## config.mk

```make
export PLATFORM = sky130hd
export DESIGN_NAME = lc2k_ctrl
export DESIGN_NICKNAME = d
export VERILOG_FILES = /design/src/rtl/lc2k_pkg.sv /design/src/rtl/lc2k_ctrl.sv
export SDC_FILE = /design/constraint.sdc
export NUM_CORES = 1
export LEC_CHECK = 0
export BUFFER_PORTS_ARGS = -buffer_cell sky130_fd_sc_hd__clkbuf_2
export CORE_AREA = 2 2 39 41
export DETAILED_ROUTE_END_ITERATION = 8
export DIE_AREA = 0 0 41 43
export PLACE_DENSITY = 0.53
export SLEW_MARGIN = 20
export SYNTH_ARGS = -nofsm -noshare
export SYNTH_HDL_FRONTEND = slang
export SYNTH_SLANG_ARGS = --single-unit
```

## constraint.sdc

```tcl
create_clock -name clk_i -period 1.45 [get_ports clk_i]
set_input_delay 0 -clock clk_i [delete_from_list [all_inputs] [get_ports clk_i]]
set_output_delay 0 -clock clk_i [all_outputs]
set_load 0.005 [all_outputs]
```

## src/rtl/lc2k_pkg.sv

```systemverilog
// Shared types and constants of the LC-2K instruction executor.
// Holds request and opcode codes, field widths and the control/status structs.
// No dependencies.
package lc2k_pkg;

  localparam int unsigned DATA_W            = 32;
  localparam int unsigned ADDR_W            = 16;
  localparam int unsigned PC_W              = 16;
  localparam int unsigned CNT_W             = 32;
  localparam int unsigned REQ_W             = 2;
  localparam int unsigned OPC_W             = 3;
  localparam int unsigned OFF_W             = 16;
  localparam int unsigned REG_COUNT         = 8;
  localparam int unsigned RF_IDX_W          = $clog2(REG_COUNT);
  localparam int unsigned MEM_WORDS_DEFAULT = 65536;

  localparam int unsigned OPC_LSB = 22;
  localparam int unsigned RA_LSB  = 19;
  localparam int unsigned RB_LSB  = 16;
  localparam int unsigned RD_LSB  = 0;

  localparam int unsigned S_TDATA_W = ADDR_W + DATA_W;
  localparam int unsigned S_TUSER_W = REQ_W;
  localparam int unsigned RES_W     = DATA_W + PC_W + 1 + CNT_W;
  localparam int unsigned M_TDATA_W = ((RES_W + 7) / 8) * 8;

  typedef enum logic [REQ_W-1:0] {
    REQ_LOAD  = 2'd0,
    REQ_EXEC  = 2'd1,
    REQ_RDMEM = 2'd2,
    REQ_RDREG = 2'd3
  } req_type_e;

  typedef enum logic [OPC_W-1:0] {
    OP_ADD  = 3'd0,
    OP_NOR  = 3'd1,
    OP_LW   = 3'd2,
    OP_SW   = 3'd3,
    OP_BEQ  = 3'd4,
    OP_JALR = 3'd5,
    OP_HALT = 3'd6,
    OP_NOOP = 3'd7
  } opcode_e;

  typedef struct packed {
    logic capture;
    logic mem_wr;
    logic mem_rd;
    logic reg_rd;
    logic fetch;
    logic decode;
    logic exec;
    logic load_wb;
    logic result_load;
  } cmd_t;

  typedef struct packed {
    req_type_e req_type;
    logic      halted;
    opcode_e   opcode;
  } status_t;

endpackage

```

## src/rtl/lc2k_ctrl.sv

```systemverilog
// Request sequencer of the LC-2K instruction executor. Each request passes
// dispatch and response, an execute adds decode and execute, lw writeback.
// Depends on lc2k_pkg.
module lc2k_ctrl import lc2k_pkg::*; (
  input  logic    clk_i,
  input  logic    rst_ni,
  input  logic    in_valid_i,
  output logic    in_ready_o,
  output logic    out_valid_o,
  input  logic    out_ready_i,
  input  status_t status_i,
  output cmd_t    cmd_o
);

  typedef enum logic [2:0] {
    ST_IDLE,
    ST_DISPATCH,
    ST_DECODE,
    ST_EXECUTE,
    ST_WRITEBACK,
    ST_RESP
  } state_e;

  state_e state_q;
  state_e state_d;
  logic   out_valid_q;
  logic   out_valid_d;
  logic   slot_free;

  assign in_ready_o  = (state_q == ST_IDLE);
  assign out_valid_o = out_valid_q;
  assign slot_free   = !out_valid_q || out_ready_i;

  always_comb begin
    state_d     = state_q;
    cmd_o       = '0;
    out_valid_d = out_valid_q && !out_ready_i;
    unique case (state_q)
      ST_IDLE: begin
        if (in_valid_i) begin
          cmd_o.capture = 1'b1;
          state_d       = ST_DISPATCH;
        end
      end
      ST_DISPATCH: begin
        state_d = ST_RESP;
        unique case (status_i.req_type)
          REQ_LOAD:  cmd_o.mem_wr = !status_i.halted;
          REQ_EXEC: begin
            if (!status_i.halted) begin
              cmd_o.fetch = 1'b1;
              state_d     = ST_DECODE;
            end
          end
          REQ_RDMEM: cmd_o.mem_rd = 1'b1;
          REQ_RDREG: cmd_o.reg_rd = 1'b1;
          default:   state_d = ST_RESP;
        endcase
      end
      ST_DECODE: begin
        cmd_o.decode = 1'b1;
        state_d      = ST_EXECUTE;
      end
      ST_EXECUTE: begin
        cmd_o.exec = 1'b1;
        state_d    = (status_i.opcode == OP_LW) ? ST_WRITEBACK : ST_RESP;
      end
      ST_WRITEBACK: begin
        cmd_o.load_wb = 1'b1;
        state_d       = ST_RESP;
      end
      ST_RESP: begin
        if (slot_free) begin
          cmd_o.result_load = 1'b1;
          out_valid_d       = 1'b1;
          state_d           = ST_IDLE;
        end
      end
      default: state_d = ST_IDLE;
    endcase
  end

  always_ff @(posedge clk_i or negedge rst_ni) begin
    if (!rst_ni) begin
      state_q     <= ST_IDLE;
      out_valid_q <= 1'b0;
    end else begin
      state_q     <= state_d;
      out_valid_q <= out_valid_d;
    end
  end

  a_no_exec_when_halted: assert property (@(posedge clk_i) disable iff (!rst_ni)
    cmd_o.exec |-> !status_i.halted)
    else $error("execute issued while halted");

  a_accept_dispatches: assert property (@(posedge clk_i) disable iff (!rst_ni)
    (in_valid_i && in_ready_o) |=> (state_q == ST_DISPATCH))
    else $error("accepted request not dispatched");

  a_result_from_resp: assert property (@(posedge clk_i) disable iff (!rst_ni)
    $rose(out_valid_q) |-> $past(state_q == ST_RESP))
    else $error("result raised outside response state");

endmodule

```

# Yosys cells after proc, flatten, opt, wreduce, memory -nomap -nowiden
# Index checks and enable logic that the tools add are counted.
[classes]
add_sub_neg = 0
mul = 0
div_mod_pow = 0
magnitude_cmp = 0
n_eq_ne = 11
shift = 0
n_mux = 21
bitwise_logic = 0
reduce_logical = 8
[op_table]
columns = ["cell", "n"]
rows = [
  ["$pmux W3 S6", 1],
  ["$mux W1", 15],
  ["$mux W3", 4],
  ["$eq A3 B2 Y1 const B", 3],
  ["$eq A3 B3 Y1 const B", 2],
  ["$eq A2 B2 Y1 const B", 2],
  ["$mux W4", 1],
  ["$ne A2 B2 Y1 const B", 2],
  ["$eq A3 B1 Y1 const B", 1],
  ["$logic_not A1 Y1", 3],
  ["$logic_not A3 Y1", 1],
  ["$eq A2 B1 Y1 const B", 1],
  ["$logic_not A2 Y1", 1],
  ["$reduce_and A2 Y1", 1],
  ["$logic_and A1 B1 Y1", 1],
  ["$logic_or A1 B1 Y1", 1],
]
[totals]
ff_bits = 4
latchBits = 0
ramBits = 0
romBits = 0
inputBits = 10
out_inout_bits = 11
wordCells = 42
n_memories = 0

# Longest topological paths before layout
[depth]
word_depth = 4
depth_mapped = 4

# Worst setup path before layout
# OpenSTA, ideal clock, no wires.
[synth_path]
kind = "register to register"
start = "reg state_q[2]"
end = "reg state_q[0]"
setup_time_ns = 0.138
t_arrival_ns = 1.103
required_time_ns = 1.312
setup_slack_ns = 0.209
path_stages_with_launch = 5
n_path_buf = 1
synth_period_minus_slack_ns = 1.241
path_cell_list = "dfrtp_1 > buf_2 > or2_2 > a222oi_1 > o22ai_1"
[synth_between]
elab_chain_cells = 3
word_cells_on_any_way = 10
classes_between = "7 x eq/ne; 1 x mux; 2 x reduce/logical"
[synth_lines]
columns = ["item", "line", "source"]
rows = [
  ["start, declared", "lc2k_ctrl.sv:24", "state_e state_q;"],
  ["start signal, assigned", "lc2k_ctrl.sv:88", "state_q <= state_d;"],
  ["$eq A3 B3 Y1 / $logic_not A3 Y1 (equally long branches)", "lc2k_ctrl.sv:38", "unique case (state_q)"],
  ["$ne A2 B2 Y1 (no line)", "--", ""],
  ["$reduce_and A2 Y1 (no line)", "--", ""],
]
# Parallel ways exist; a longest one is shown, timed or not.
# A chain may end at the register's enable or synchronous reset.

==> results.sh <==
export IMPL_result_of_the_run="complete, no violations"
export IMPL_power_share_switching=0.391
export IMPL_first_global_vias=294
export IMPL_ys_async_sr_fraction=1.00
export IMPL_grt_total_usage=0.0969
export IMPL_post_synth_cell_area_avg_sq_um=7.99
export IMPL_path_clk_slew_ns=0.04
export IMPL_layout_filler_cells=165
export IMPL_cts_tree="yes"
export IMPL_worstPathArrival_ns=1.32
export IMPL_drt_drc_violations_left=0
export IMPL_routed_via_density=4.50
export IMPL_seqCellArea_sq_um=100
export IMPL_initial_utilization=0.225
export IMPL_post_placement_cell_count=74
export IMPL_cp_max_delay_cell="sky130_fd_sc_hd__dfrtp_1"
export IMPL_finalMaxSlewViolations=0
export IMPL_crit_path_cell_trace="buf_4, nor3b_2, and3_2, clkbuf_2"
export IMPL_syn_to_final_growth_pct=49.8
export IMPL_p_sw_uw=306
export IMPL_floorplan_io_pins=21
export IMPL_crit_path_end_kind="output pin"
export IMPL_postSynthNetCount=49
export IMPL_grtUsageMet3=0.0314
export IMPL_final_hold_violation_count=0
export IMPL_clock_tree_buffer_depth=2
export IMPL_grt_busiest_layer="met2"
export IMPL_post_route_period_util=0.911
export IMPL_gr_usage_met1=0.121
export IMPL_netlist_instances=39
export IMPL_routed_wl_microns=746
export IMPL_internal_power_uw=478
export IMPL_chipWidth_microns=41
export IMPL_floorplan_die_area_sq_um=1760
export IMPL_seqPwrFrac=0.289
export IMPL_cts_repair_timing_setup_buffer_count=0
export IMPL_crit_path_max_fanout=8
export IMPL_grt_max_degree=14
export IMPL_cp_required_ns=1.45
export IMPL_layout_drive_gt1_share=0.468
export IMPL_report_final_setup_viol=0
export IMPL_syn_area_sq_um=312
export IMPL_1st_iter_drt_viols=9
export IMPL_ant_nets=0
export IMPL_die_y_microns=43
export IMPL_worst_ir_drop_vdd_uv=592
export IMPL_met2_usage=0.128
export IMPL_synth_ff_latch_count=4
export IMPL_min_delay_path_class="in2reg"
export IMPL_dp_final_hpwl_microns=603
export IMPL_synth_cell_types=24
export IMPL_p_per_area_nw_per_um2=1680
export IMPL_antenna_cells=0
export IMPL_worst_setup_path_start_kind="register"
export IMPL_antenna_found_initial=0
export IMPL_synth_seq_area_share=0.321
export IMPL_cts_buffers=3
export IMPL_grt_first_pass_wirelength_microns=1100
export IMPL_globalplace_congestion=0.659
export IMPL_h_tree_depth=1
export IMPL_timing_setup_tns_ns=0
export IMPL_worst_slew_margin_rel=0.758
export IMPL_clock_skew_final_ns=0.00426
export IMPL_share_clk_of_total_power=0.168
export IMPL_cap_violations=0
export IMPL_yosys_most_used_dff="sky130_fd_sc_hd__dfrtp_1"
export IMPL_tritoncts_num_sinks=4
export IMPL_cts_root_buffer_cell="sky130_fd_sc_hd__clkbuf_4"
export IMPL_vias=351
export IMPL_critPathMaxStageDelay_ns=0.44
export IMPL_quantity_of_i_o_buffers_inserted_on_ports=20
export IMPL_final_cell_count_no_fill=78
export IMPL_fin_nets=74
export IMPL_worst_slew_pin_slew_ns=0.362
export IMPL_setup_repair_after_global_routing_missed_its_margin="false"
export IMPL_core_footprint_sq_um=1380
export IMPL_clock_fmax_mhz=757
export IMPL_clkLatencyLatePin_ns=0.23
export IMPL_drt_pre_antenna_iters=4
export IMPL_worstSetupPathType="reg2out"
export IMPL_multi_input_comb_area_sq_um=195
export IMPL_grt_overflow_total=0
export IMPL_power_leakage_nw=0.240
export IMPL_route_detailed_wl_per_inst_microns=9.56
export IMPL_yosysWarningCount=0
export IMPL_logic_gate_share_of_total_power=0.543
export IMPL_row_count=14
export IMPL_final_min_clock_period_ns=1.32
export IMPL_synth_edf_count=0
## what timing repair did
item                                    4_1_cts  5_1_grt
hold buffers                                  1        0
endpoints found under the setup margin        0        2
hold endpoints to repair                      4        0
gates resized for setup                       0        1
## sequential cells by signal, summed over array words and instances (netlist names)
| name | flops |
|---|---|
| state_q | 3 |
| out_valid_o | 1 |
## worst max-delay path: cells and delay by family (launching register included)
family / cells / cell delay [ns]
buffers and inverters: 2 / 0.28
DFF: 1 / 0.44
and+or+nand+nor: 2 / 0.38
## through the flow
stage          hold WS, ns  worst slack (ns)  instance area, sq um   util  power, mW
2_1_floorplan       -0.296             0.209                   312      -      0.488
3_3_place_gp        -0.189             0.202                   429  0.310      0.642
3_5_place_dp        -0.184             0.185                   429  0.310      0.645
4_1_cts             0.0239            0.0567                   462  0.334      0.789
5_1_grt             0.0421            0.0208                   467  0.337      0.863
6_report            0.0330             0.130                   467  0.337      0.784
## final cells by class
type | count | area share
Clock buffer | 3 | 0.0483
Inverter | 1 | 0.00804
Multi-Input combinational cell | 31 | 0.418
Sequential cell | 4 | 0.214
Tap cell | 16 | 0.0429
Timing Repair Buffer | 23 | 0.268
## synthesized netlist by cell type, drive strengths merged (2+ instances only)
library cell	instances	area share
nor2	6	0.072
buf	3	0.056
nor4b	2	0.056
dfrtp	4	0.32
nor3b	2	0.048
nor3	2	0.032
nand2	4	0.048
## logic make-up (layout without fill, tap and decap cells)
family / count (synthesis) / after routing / share of synthesized area
flops: 4 / 4 / 0.321
simple gates: 25 / 25 / 0.462
buf+inv: 4 / 27 / 0.0683
mux: 1 / 1 / 0.0321
compound gates: 5 / 5 / 0.116
## cells in the final DEF, fill, tap and decap left out
cell / instances
sky130_fd_sc_hd__a211oi_1: 1
sky130_fd_sc_hd__a222oi_1: 1
sky130_fd_sc_hd__and2_1: 1
sky130_fd_sc_hd__and2b_2: 1
sky130_fd_sc_hd__and3_2: 1
sky130_fd_sc_hd__buf_4: 2
sky130_fd_sc_hd__clkbuf_2: 20
sky130_fd_sc_hd__clkbuf_4: 3
sky130_fd_sc_hd__dfrtp_1: 4
sky130_fd_sc_hd__dlygate4sd3_1: 1
sky130_fd_sc_hd__inv_1: 1
sky130_fd_sc_hd__mux2i_1: 1
sky130_fd_sc_hd__nand2_1: 4
sky130_fd_sc_hd__nand2b_1: 1
sky130_fd_sc_hd__nand3b_1: 1
sky130_fd_sc_hd__nor2_1: 6
sky130_fd_sc_hd__nor2b_1: 1
sky130_fd_sc_hd__nor3_1: 2
sky130_fd_sc_hd__nor3b_1: 1
sky130_fd_sc_hd__nor3b_2: 1
sky130_fd_sc_hd__nor4_1: 1
sky130_fd_sc_hd__nor4b_1: 2
sky130_fd_sc_hd__o21ai_0: 1
sky130_fd_sc_hd__o21bai_1: 1
sky130_fd_sc_hd__o22ai_1: 1
sky130_fd_sc_hd__or2_2: 1
sky130_fd_sc_hd__or3b_1: 1
## power groups by stage
stage	Clock [mW]	Combinational (mW)	Sequential (mW)
final	0.132	0.425	0.226
after global placement	0	0.418	0.224
after global routing	0.148	0.477	0.238
after detailed placement	0	0.418	0.227
after floorplan	0	0.306	0.181
after CTS	0.140	0.423	0.226
## path summary, 6_finish.rpt
kind | startpoint | endpoint | slack [ns] | depth (start not counted)
hold reg to reg | out_valid_o | out_valid_o | 0.58 | 2
setup reg to reg | state_q[2] | state_q[0] | 0.19 | 3
min in group asynchronous | rst_ni | state_q[0] | 0.12 | 2
max in group asynchronous | rst_ni | state_q[2] | 1.20 | 2
setup / recovery | state_q[2] | cmd_o[5] | 0.13 | 4
hold / removal | status_i[0] | state_q[0] | 0.03 | 3
## layer usage
metal / share of wire / up-vias
li1: - / 186
met1: 0.48 / 154
met2: 0.47 / 11
met3: 0.052 / 0
met4: 0 / 0
met5: 0 / -
No activity file was read; power rests on OpenSTA's default activity.
